**src/rtl/arpc_pkg.sv**
```systemverilog
`default_nettype none

package arpc_pkg;

    // command codes
    localparam logic [1:0] CMD_UPDATE = 2'd0;
    localparam logic [1:0] CMD_LOOKUP = 2'd1;
    localparam logic [1:0] CMD_RETRY  = 2'd2;

    // configuration register indexes
    localparam logic [2:0] REG_HOST_IP      = 3'd0;
    localparam logic [2:0] REG_SUBNET_MASK  = 3'd1;
    localparam logic [2:0] REG_ROUTER_IP    = 3'd2;
    localparam logic [2:0] REG_REMOTE_IP    = 3'd3;
    localparam logic [2:0] REG_RETRY_BUDGET = 3'd4;

    localparam logic [7:0] RETRY_BUDGET_RST = 8'd3;

    // one stored entry: address, hardware address, time stamp
    localparam int ENTRY_W = 32 + 48 + 8;

    typedef struct packed {
        logic [1:0]  command;
        logic [31:0] ip_addr;
        logic [47:0] mac_addr;
        logic [7:0]  now_time;
    } t_in;

    typedef struct packed {
        logic       miss;
        logic       retry_granted;
        logic [2:0] slot_used;
    } t_out;

    typedef enum logic [1:0] {
        ST_IDLE,
        ST_SCAN,
        ST_DONE
    } t_state;

endpackage

`default_nettype wire

```
**src/rtl/arpc_ram.sv**
```systemverilog
`default_nettype none

module arpc_ram #(
    parameter int WIDTH = 88,
    parameter int DEPTH = 8
) (
    input  wire logic                                  i_clk,
    input  wire logic                                  i_we,
    input  wire logic [(DEPTH > 1 ? $clog2(DEPTH) : 1)-1:0] i_waddr,
    input  wire logic [WIDTH-1:0]                      i_wdata,
    input  wire logic [(DEPTH > 1 ? $clog2(DEPTH) : 1)-1:0] i_raddr,
    output logic      [WIDTH-1:0]                      o_rdata
);

    logic [WIDTH-1:0] r_mem [DEPTH];

    // write one word, read one word with registered data
    always_ff @(posedge i_clk) begin
        if (i_we) begin
            r_mem[i_waddr] <= i_wdata;
        end
        o_rdata <= r_mem[i_raddr];
    end

endmodule

`default_nettype wire

```
**src/rtl/arp_cache_update_lookup_unit.sv**
```systemverilog
`default_nettype none

// ARP cache with update, lookup and retry-take commands.
// Command channel: drive i_in and raise i_start; the word is taken at a rising
// edge where i_start is high and o_busy is low. Each command gives exactly one
// result word on o_out, marked by o_done for a single cycle; the receiver
// cannot stall it and must take it in that cycle.
// Update and lookup walk the table one entry per cycle through the single
// read port of the entry RAM, then pass through ST_DONE before o_done rises;
// the next command may be taken in the o_done cycle.
// Retry take and the unused command go straight to ST_DONE with no table walk.
// The sequential compare/age unit, fed by the RAM read port, sets this rate.
// Configuration: i_cfg_valid / o_cfg_ready with a register index and data;
// o_cfg_ready is always high. Write it only while the block is idle.
// Reset (synchronous, active low) clears the per-entry valid flags, so every
// entry reads as empty, zeroes the retry counter and loads register defaults.
// Entries whose valid flag is clear read as all zero without a clearing pass.
module arp_cache_update_lookup_unit
    import arpc_pkg::*;
#(
    parameter int TABLE_ENTRIES = 8
) (
    input  wire logic        i_clk,
    input  wire logic        i_rst_n,
    input  wire logic        i_start,
    output logic             o_busy,
    input  wire t_in         i_in,
    output logic             o_done,
    output t_out             o_out,
    input  wire logic        i_cfg_valid,
    output logic             o_cfg_ready,
    input  wire logic [2:0]  i_cfg_index,
    input  wire logic [31:0] i_cfg_data
);

    localparam int IW = (TABLE_ENTRIES > 1) ? $clog2(TABLE_ENTRIES) : 1;
    localparam logic [IW-1:0] LAST_IDX = IW'(TABLE_ENTRIES - 1);

    // configuration registers
    logic [31:0] r_host_ip;
    logic [31:0] r_subnet_mask;
    logic [31:0] r_router_ip;
    logic [31:0] r_remote_ip;
    logic [7:0]  r_retry_budget;

    // control state
    t_state      r_state;
    t_state      n_state;
    logic [7:0]  r_retry_left;
    logic [TABLE_ENTRIES-1:0] r_valid;
    logic        r_rd_on;
    logic [IW-1:0] r_rd_idx;
    logic        r_ck_on;
    logic [IW-1:0] r_ck_idx;
    logic        r_done;

    // command word and scan results
    logic [1:0]  r_cmd;
    logic [31:0] r_ip;
    logic [47:0] r_mac;
    logic [7:0]  r_now;
    logic [31:0] r_hop;
    logic        r_hit;
    logic [IW-1:0] r_hit_idx;
    logic        r_emp;
    logic [IW-1:0] r_emp_idx;
    logic [7:0]  r_best_age;
    logic [IW-1:0] r_best_idx;
    logic        r_found;
    t_out        r_out;

    // RAM and datapath signals
    logic [ENTRY_W-1:0] w_rdata;
    logic [ENTRY_W-1:0] w_wdata;
    logic        w_we;
    logic [IW-1:0] w_slot;
    logic [IW+2:0] w_slot_ext;
    logic        w_accept;
    logic        w_scan_cmd;
    logic        w_ck_valid;
    logic [31:0] w_e_ip;
    logic [7:0]  w_e_stamp;
    logic [7:0]  w_age;
    logic        w_ip_ok;
    logic        w_e_ok;
    logic        w_last;
    t_out        w_res;
    logic [7:0]  w_retry_next;

    arpc_ram #(
        .WIDTH (ENTRY_W),
        .DEPTH (TABLE_ENTRIES)
    ) u_ram (
        .i_clk   (i_clk),
        .i_we    (w_we),
        .i_waddr (w_slot),
        .i_wdata (w_wdata),
        .i_raddr (r_rd_idx),
        .o_rdata (w_rdata)
    );

    assign o_busy      = (r_state != ST_IDLE);
    assign o_cfg_ready = 1'b1;
    assign o_done      = r_done;
    assign o_out       = r_out;

    assign w_accept   = i_start && (r_state == ST_IDLE);
    assign w_scan_cmd = (i_in.command == CMD_UPDATE) || (i_in.command == CMD_LOOKUP);
    assign w_last     = r_ck_on && (r_ck_idx == LAST_IDX);

    // an entry never written reads as empty
    assign w_ck_valid = r_valid[r_ck_idx];
    assign w_e_ip     = w_ck_valid ? w_rdata[ENTRY_W-1 -: 32] : 32'd0;
    assign w_e_stamp  = w_ck_valid ? w_rdata[7:0] : 8'd0;
    assign w_age      = r_now - w_e_stamp;
    assign w_ip_ok    = (r_ip[15:0] != 16'd0) && (r_ip[31:16] != 16'd0);
    assign w_e_ok     = (w_e_ip[15:0] != 16'd0) && (w_e_ip[31:16] != 16'd0);

    // next state
    always_comb begin
        n_state = r_state;
        unique case (r_state)
            ST_IDLE: begin
                if (w_accept) begin
                    n_state = w_scan_cmd ? ST_SCAN : ST_DONE;
                end
            end
            ST_SCAN: begin
                if (w_last) begin
                    n_state = ST_DONE;
                end
            end
            ST_DONE: begin
                n_state = ST_IDLE;
            end
            default: begin
                n_state = ST_IDLE;
            end
        endcase
    end

    // pick the slot: refresh, then fill, then evict the oldest
    always_comb begin
        priority if (r_hit) begin
            w_slot = r_hit_idx;
        end else if (r_emp) begin
            w_slot = r_emp_idx;
        end else begin
            w_slot = r_best_idx;
        end
    end

    assign w_slot_ext = {3'd0, w_slot};
    assign w_wdata    = {r_ip, r_mac, r_now};

    // result word, table write and retry counter update
    always_comb begin
        w_we         = 1'b0;
        w_res        = '0;
        w_retry_next = r_retry_left;
        if (r_state == ST_DONE) begin
            unique case (r_cmd)
                CMD_UPDATE: begin
                    w_we            = 1'b1;
                    w_res.slot_used = w_slot_ext[2:0];
                    if (!r_hit) begin
                        w_retry_next = r_retry_budget;
                    end
                end
                CMD_LOOKUP: begin
                    w_res.miss = !r_found;
                end
                CMD_RETRY: begin
                    if (r_retry_left != 8'd0) begin
                        w_retry_next        = r_retry_left - 8'd1;
                        w_res.retry_granted = 1'b1;
                    end
                end
                default: begin
                    w_res = '0;
                end
            endcase
        end
    end

    // control registers
    always_ff @(posedge i_clk) begin
        if (!i_rst_n) begin
            r_state        <= ST_IDLE;
            r_retry_left   <= 8'd0;
            r_valid        <= '0;
            r_rd_on        <= 1'b0;
            r_ck_on        <= 1'b0;
            r_done         <= 1'b0;
            r_host_ip      <= 32'd0;
            r_subnet_mask  <= 32'd0;
            r_router_ip    <= 32'd0;
            r_remote_ip    <= 32'd0;
            r_retry_budget <= RETRY_BUDGET_RST;
        end else begin
            r_state      <= n_state;
            r_retry_left <= w_retry_next;
            r_done       <= (r_state == ST_DONE);
            r_ck_on      <= r_rd_on;
            if (w_we) begin
                r_valid[w_slot] <= 1'b1;
            end
            // advance the read address across the table
            if (w_accept) begin
                r_rd_on <= w_scan_cmd;
            end else if (r_rd_on && (r_rd_idx == LAST_IDX)) begin
                r_rd_on <= 1'b0;
            end
            // take configuration words
            if (i_cfg_valid) begin
                unique case (i_cfg_index)
                    REG_HOST_IP:      r_host_ip      <= i_cfg_data;
                    REG_SUBNET_MASK:  r_subnet_mask  <= i_cfg_data;
                    REG_ROUTER_IP:    r_router_ip    <= i_cfg_data;
                    REG_REMOTE_IP:    r_remote_ip    <= i_cfg_data;
                    REG_RETRY_BUDGET: r_retry_budget <= i_cfg_data[7:0];
                    default: begin
                    end
                endcase
            end
        end
    end

    // command word, scan trackers and result register
    always_ff @(posedge i_clk) begin
        r_ck_idx <= r_rd_idx;
        if (r_state == ST_DONE) begin
            r_out <= w_res;
        end
        if (w_accept) begin
            r_cmd      <= i_in.command;
            r_ip       <= i_in.ip_addr;
            r_mac      <= i_in.mac_addr;
            r_now      <= i_in.now_time;
            r_hop      <= ((r_remote_ip & r_subnet_mask) == (r_host_ip & r_subnet_mask))
                          ? r_remote_ip : r_router_ip;
            r_rd_idx   <= '0;
            r_hit      <= 1'b0;
            r_hit_idx  <= '0;
            r_emp      <= 1'b0;
            r_emp_idx  <= '0;
            r_best_age <= 8'd0;
            r_best_idx <= '0;
            r_found    <= 1'b0;
        end else begin
            if (r_rd_on && (r_rd_idx != LAST_IDX)) begin
                r_rd_idx <= r_rd_idx + IW'(1);
            end
            // check one entry per cycle
            if (r_ck_on) begin
                if (!r_hit && w_ip_ok && w_e_ok && (w_e_ip == r_ip)) begin
                    r_hit     <= 1'b1;
                    r_hit_idx <= r_ck_idx;
                end
                if (!r_emp && (w_e_ip == 32'd0)) begin
                    r_emp     <= 1'b1;
                    r_emp_idx <= r_ck_idx;
                end
                if ((r_now > w_e_stamp) && (w_age > r_best_age)) begin
                    r_best_age <= w_age;
                    r_best_idx <= r_ck_idx;
                end
                if (w_e_ip == r_hop) begin
                    r_found <= 1'b1;
                end
            end
        end
    end

endmodule

`default_nettype wire
```
**config.mk**
```make
export PLATFORM = sky130hd
export DESIGN_NAME = arp_cache_update_lookup_unit
export DESIGN_NICKNAME = d
export VERILOG_FILES = /design/src/rtl/arpc_pkg.sv /design/src/rtl/arpc_ram.sv /design/src/rtl/arp_cache_update_lookup_unit.sv
export SDC_FILE = /design/constraint.sdc
export NUM_CORES = 1
export LEC_CHECK = 0
export ABC_AREA = 1
export BUFFER_PORTS_ARGS = -buffer_cell sky130_fd_sc_hd__buf_2
export CORE_MARGIN = 10
export CORE_UTILIZATION = 51
export DETAILED_ROUTE_END_ITERATION = 10
export GPL_TIMING_DRIVEN = 0
export PLACE_DENSITY = 0.68
export SETUP_SLACK_MARGIN = 0.4
export SLEW_MARGIN = 10
export SYNTH_ARGS = -nofsm -noshare
export SYNTH_HDL_FRONTEND = slang
export SYNTH_SLANG_ARGS = --single-unit
```
**constraint.sdc**
```tcl
create_clock -name i_clk -period 6.91 [get_ports i_clk]
set_input_delay 0.3455 -clock i_clk [delete_from_list [all_inputs] [get_ports i_clk]]
set_output_delay 0.3455 -clock i_clk [all_outputs]
set_load 0.05 [all_outputs]
```
==> flow_summary.yaml, run 1 <==
power:
  power.density_nw_per_um2: 312
  peakVddDrop_mv: 0.185
  static-leakage-power_nw: 10.8
route:
  drc_errors: 0
  dr.pass1.iters: 5
  avgViaCountPerCell: 5.54
  wl_um: 65700
  drt_iter0_drc: 1598
  vias: 18517
  drtAntennaViolNets: 0
  wl_per_cell_um: 19.7
sta:
  setup_viol: 0
  rsz0062_at_grt: "no"
  fin_crit_sh: 0.671
  min_period_ns: 4.64
  slew_headroom: 0.341
  tightest_slew_ns: 0.981
  slew_viol_final: 0
  fmax_ghz: 0.216
  setup_tns_ns: 0
  hold_viol: 0
  skew_ns: 0.0212
critical_path:
  cp_max_fo: 10
  r2r_slack_ns: 2.27
  path_class: "register to register"
  worstPathRequired_ns: 7.38
  critPathLaunchType: "register"
  rr_worst_depth: 27
  rr_startpoint: "r_ck_idx[0]"
  cp_data_arrival_time_ns: 5.11
  timing.rr.end: "r_best_age[6]"
  endpoint_kind: "register"
placement:
  gp_congestion: 0.936
  dpl_cell_area_um2: 26400
  port_buffers: 86
  post-place-cells: 3179
  dp_hpwl_um: 46100
floorplanning:
  chipWidth_um: 241
  die_y_um: 241
  num_rows: 81
  dieArea_um2: 58200
  initial_core_util: 0.513
  ios: 137
  core-area_um2: 48600
cts:
  cts-buffers-inserted: 66
  clk_pin_slew_ns: 0.07
  cts_tree: "yes"
  cts_sinks: 622
  hold_buffers: 43
  cts_resized: 0
  clockBufferDepth: 3
  cts_root_buffer: "clkbuf_16"
  cts_setup_buffers: 0
  clk_latency_ns: 0.60
  htreeDepth: 3
status:
  status: "finished clean"
layout:
  fin_nets: 2820
  design_area_um2: 29100
  n_fill_cell: 3978
  stdcell_count: 3340
  layout-drive-gt1-share: 0.0927
  final_common_cell: "nor2_1"
  layout_common_cells: "nor2_1, edfxtp_1, o21ai_0"
  multi_input_area_um2: 7560
  register_area_um2: 16400
  area_growth_pct: 16.6
global_route:
  antenna_found_initial: 1
  grt_use_total: 0.226
  grt_overflow: 0
  grt_pass1_vias: 17932
  grt_pass1_wl_um: 101000
  grt_max_degree: 57
logic_synthesis:
  syn_area_um2: 25000
  ys_types: 45
  synth_seq_cells: 622
  synth_warnings: 0
  syn_inst: 2462
  synthArstFlopShare: 0
  synth_edf_count: 399
  syn_nets: 2614
  ys.flop_type: "edfxtp_1"
  yosysSeqAreaShare: 0.658
  syn_area_per_cell_um2: 10.1
hold_path:
  hold_path_class: "input pin to register"
  min_to: "r_router_ip[19]"
  min_from: "i_cfg_data[19]"
  min_path_cells: 3
run:
  drv_cap: 0
cells by family after synthesis:
| group | Yosys count | share of synthesized area |
|---|---|---|
| adder cells (fa/ha/maj) | 23 | 0.0118 |
| AO/OA/AOI/OAI | 588 | 0.126 |
| other | 1 | 0.000150 |
| AND/OR/NAND/NOR | 935 | 0.151 |
| flip-flops | 622 | 0.658 |
| buffers and inverters | 263 | 0.0412 |
| XOR/XNOR | 30 | 0.0105 |
metrics by stage:
step / hold WS, ns / worst slack [ns] / power (mW) / util
after floorplan: 0.353 / 3.20 / 5.02 / -
after global placement: 0.368 / 1.99 / 5.42 / 0.538
after detailed placement: 0.370 / 2.37 / 5.45 / 0.543
after CTS: 0.0147 / 2.33 / 9.13 / 0.599
after global routing: 0.0457 / 1.84 / 9.43 / 0.599
final: 0.0427 / 2.27 / 9.09 / 0.599
worst max-delay path: stages, from the launching register on:
cell	delay (ns)
dfxtp_1	0.31
buf_4	0.16
inv_4	0.06
nand2_1	0.09
nand3_2	0.09
nand2_1	0.07
nand2_1	0.07
nand2_4	0.16
buf_8	0.18
buf_6	0.18
nand2_1	0.13
ha_1	0.31
nand2_1	0.07
nor2_1	0.04
a211oi_1	0.28
o21ai_0	0.19
nand2_1	0.09
nand2_1	0.05
a21oi_1	0.14
xor2_1	0.33
ha_1	0.33
nand4_1	0.14
nor2_1	0.05
a31oi_1	0.17
nand3_1	0.23
clkbuf_1	0.32
o21ai_0	0.21
a21oi_1	0.06
cells in the mapped netlist, drive strengths merged, types with 5 or more instances:
| library cell | count | area, um^2 |
|---|---|---|
| nor2 | 595 | 2250 |
| edfxtp | 399 | 12000 |
| o21ai | 388 | 1940 |
| nand2 | 236 | 916 |
| dfxtp | 223 | 4460 |
| inv | 140 | 528 |
| clkbuf | 105 | 394 |
| a21oi | 76 | 380 |
| nand3 | 57 | 320 |
| a31oi | 44 | 275 |
| o22ai | 40 | 250 |
| xor2 | 26 | 228 |
| nand4 | 25 | 163 |
| ha | 22 | 275 |
| a21boi | 16 | 120 |
| buf | 15 | 96.3 |
| or2 | 9 | 56.3 |
| a21o | 8 | 60.1 |
| nand3b | 5 | 37.5 |
where the power goes:
part           switching, mW  internal [mW]
combinational          0.771          0.356
sequential             0.164           4.13
clock                   1.44           2.23
total                   2.38           6.72
flip-flops by register name (all words and copies together) (netlist names), 8 cells and up:
register        cells
u_ram.o_rdata      40
r_now               8
r_subnet_mask      32
u_ram.r_mem       320
r_valid             8
r_retry_budget      8
r_retry_left        8
r_ip               32
r_best_age          8
r_router_ip        32
r_remote_ip        32
r_hop              32
r_host_ip          32
routing by layer:
metal / track usage / up-vias / wire (um)
met1: 0.299 / 8816 / 28000
met4: 0.0806 / 0 / 1970
met2: 0.373 / 693 / 31500
met3: 0.0349 / 121 / 4350
li1: - / 8887 / -
met5: 0 / - / 0
worst max-delay path by stage:
stage | from | endpoint | depth (start not counted)
after floorplan | r_ck_idx[0] | r_best_age[5] | 27
after global placement | r_state[1] | u_ram.r_mem[4][73] | 4
after detailed placement | r_ck_idx[0] | r_best_age[6] | 27
after CTS | r_ck_idx[0] | r_best_age[6] | 27
after global routing | r_ck_idx[0] | r_best_age[6] | 27
final | r_ck_idx[0] | r_best_age[6] | 27
final cells by class:
| class | instances | share of cell area |
|---|---|---|
| tap | 622 | 0.0267 |
| timing repair buffer | 138 | 0.0360 |
| antenna | 1 | 0.0000859 |
| buffer | 120 | 0.0168 |
| sequential | 622 | 0.565 |
| clock buffer | 85 | 0.0634 |
| clock inverter | 32 | 0.0139 |
| inverter | 143 | 0.0186 |
| multi-input combinational | 1577 | 0.260 |
No activity file was read; power rests on OpenSTA's default activity.
==> run 2, diff against run 1 <==
- clock period: 6.91 -> 4.8 ns (I/O delays scaled with it)
==> flow_summary.yaml, run 2 (synthesis gave the netlist of run 1 again) <==
status:
  status: "finished clean"
floorplanning:
  initial_core_util: 0.513
  core-area_um2: 48600
  num_rows: 81
  ios: 137
  chipWidth_um: 241
  die_y_um: 241
  dieArea_um2: 58200
cts:
  clk_latency_ns: 0.60
  cts_sinks: 622
  htreeDepth: 3
  cts_root_buffer: "clkbuf_16"
  clk_pin_slew_ns: 0.07
  clockBufferDepth: 3
  cts-buffers-inserted: 66
  cts_tree: "yes"
layout:
  fin_nets: 2860
  top_register: "u_ram.r_mem"
  design_area_um2: 29600
  layout_common_cells: "nor2_1, edfxtp_1, o21ai_0"
  final_common_cell: "nor2_1"
  largest_reg_flops: 320
  n_fill_cell: 3931
  layout-drive-gt1-share: 0.0968
  area_growth_pct: 18.4
  top_regs: "u_ram.r_mem: 320 flops, u_ram.o_rdata: 40 flops"
route:
  wl_per_cell_um: 19.5
  avgViaCountPerCell: 5.53
  drtAntennaViolNets: 0
  vias: 18696
  dr.pass1.iters: 7
  wl_um: 66000
  drt_iter0_drc: 1614
  drc_errors: 0
placement:
  dpl_cell_area_um2: 26400
  dp_hpwl_um: 46100
  gp_congestion: 0.936
  dp_slack_ns: 0.261
  port_buffers: 86
global_route:
  grt_pass1_vias: 18037
  antenna_found_initial: 1
  grt_overflow: 0
  grt_pass1_wl_um: 102000
  grt_max_degree: 57
  grt_use_total: 0.226
critical_path:
  worstPathRequired_ns: 5.29
  path_class: "register to register"
  path_cells: "buf_6, inv_4, nand2_1, nand3_2, nand3_2, nand2_2, nor2_1, ha_1, inv_1, fa_1, nand2_1, nand2_1, a21oi_1, o21ai_0, xor2_1, inv_1, ha_1, nand4_1, o221ai_1, nand3_2, buf_6, o21ai_0, a21oi_1"
  critPathSlowestCell: "fa_1"
  cpPeakStageDelay_ns: 0.43
  cp_max_fo: 10
  endpoint_kind: "register"
  critPathLaunchType: "register"
  cp_num_buf_inv: 5
  cp_data_arrival_time_ns: 4.58
  crit_family: "simple AND/OR/NAND/NOR gates"
sta:
  slew_headroom: 0.324
  min_period_ns: 4.09
  hold_viol: 0
  fmax_ghz: 0.245
  setup_viol: 0
  whs_ns: 0.197
  setup_tns_ns: 0
  fin_ws_ns: 0.712
  skew_ns: 0.0223
  slew_viol_final: 0
  fin_crit_sh: 0.852
  rsz0062_at_grt: "no"
  tightest_slew_ns: 1.01
run:
  drv_cap: 0
power:
  power.density_nw_per_um2: 445
  static-leakage-power_nw: 11.0
  peakVddDrop_mv: 0.266
hold_path:
  hold_path_class: "input pin to register"
## run 2: cell count changes in the layout (fill, tap and decap cells not counted), moves of 2 or more
cell / previous run / this run
nand2_2: 9 / 11
buf_6: 2 / 4
o21ai_1: 2 / 4
nand2_1: 226 / 224
dlygate4sd3_1: 43 / 75
o21ai_0: 386 / 384
buf_4: 3 / 8
buf_12: 8 / 10
## run 2: power breakdown
part           internal (mW)  switching [mW]  leakage [nW]
Combinational          0.560            1.13          4.44
Clock                   3.21            2.07          1.11
Sequential              5.95           0.237          5.47
## run 2: path summary, 6_finish.rpt
kind | endpoint | slack, ns | from | cells past startpoint
setup / recovery | r_best_age[6] | 0.71 | r_ck_idx[0] | 23
hold / removal | r_router_ip[31] | 0.20 | i_cfg_index[0] | 4
setup reg to reg | r_best_age[6] | 0.71 | r_ck_idx[0] | 23
hold reg to reg | r_ck_idx[0] | 0.38 | r_rd_idx[0] | 0
## run 2: worst reg2reg max path, delay by kind of cell, from the launching register on
family	cells	cell delay, ns
and+or+nand+nor	9	1.31
adders and majority gates	3	0.91
xor gates and xnor gates	1	0.16
AOI/OAI and AO/OA	5	0.69
buffers and inverters	5	0.58
DFF	1	0.33
## run 2: layer usage
layer,vias up,GRT usage,wire (um)
met2,691,0.375,31700
met3,126,0.0338,4100
li1,8966,-,-
met5,-,0,0
met1,8913,0.299,28200
met4,0,0.0806,1990
## run 2: area by class of cell
type	instances	area (um^2)	share of cell area
Timing Repair Buffer	178	1430	0.0484
Clock buffer	85	1850	0.0625
Multi-Input combinational cell	1577	7600	0.257
Clock inverter	32	405	0.0137
Buffer	120	515	0.0174
Antenna cell	1	2.50	0.0000846
Inverter	143	542	0.0183
Sequential cell	622	16400	0.556
Tap cell	622	778	0.0263
## run 2: repair_timing
action	CTS	global route
resized for setup	2	16
setup endpoints to repair	11	11
buffers inserted	1	6
pin swaps	1	5
gates cloned	0	1
hold buffers	75	0
endpoints found under the hold margin	155	0
## run 2: stage by stage
stage	util	total power [mW]	cells
after global placement	0.538	7.80	3170
after floorplan	-	7.23	2462
final	0.608	13.2	3380
after CTS	0.605	13.2	3372
after detailed placement	0.543	7.85	3179
after global routing	0.608	13.6	3380
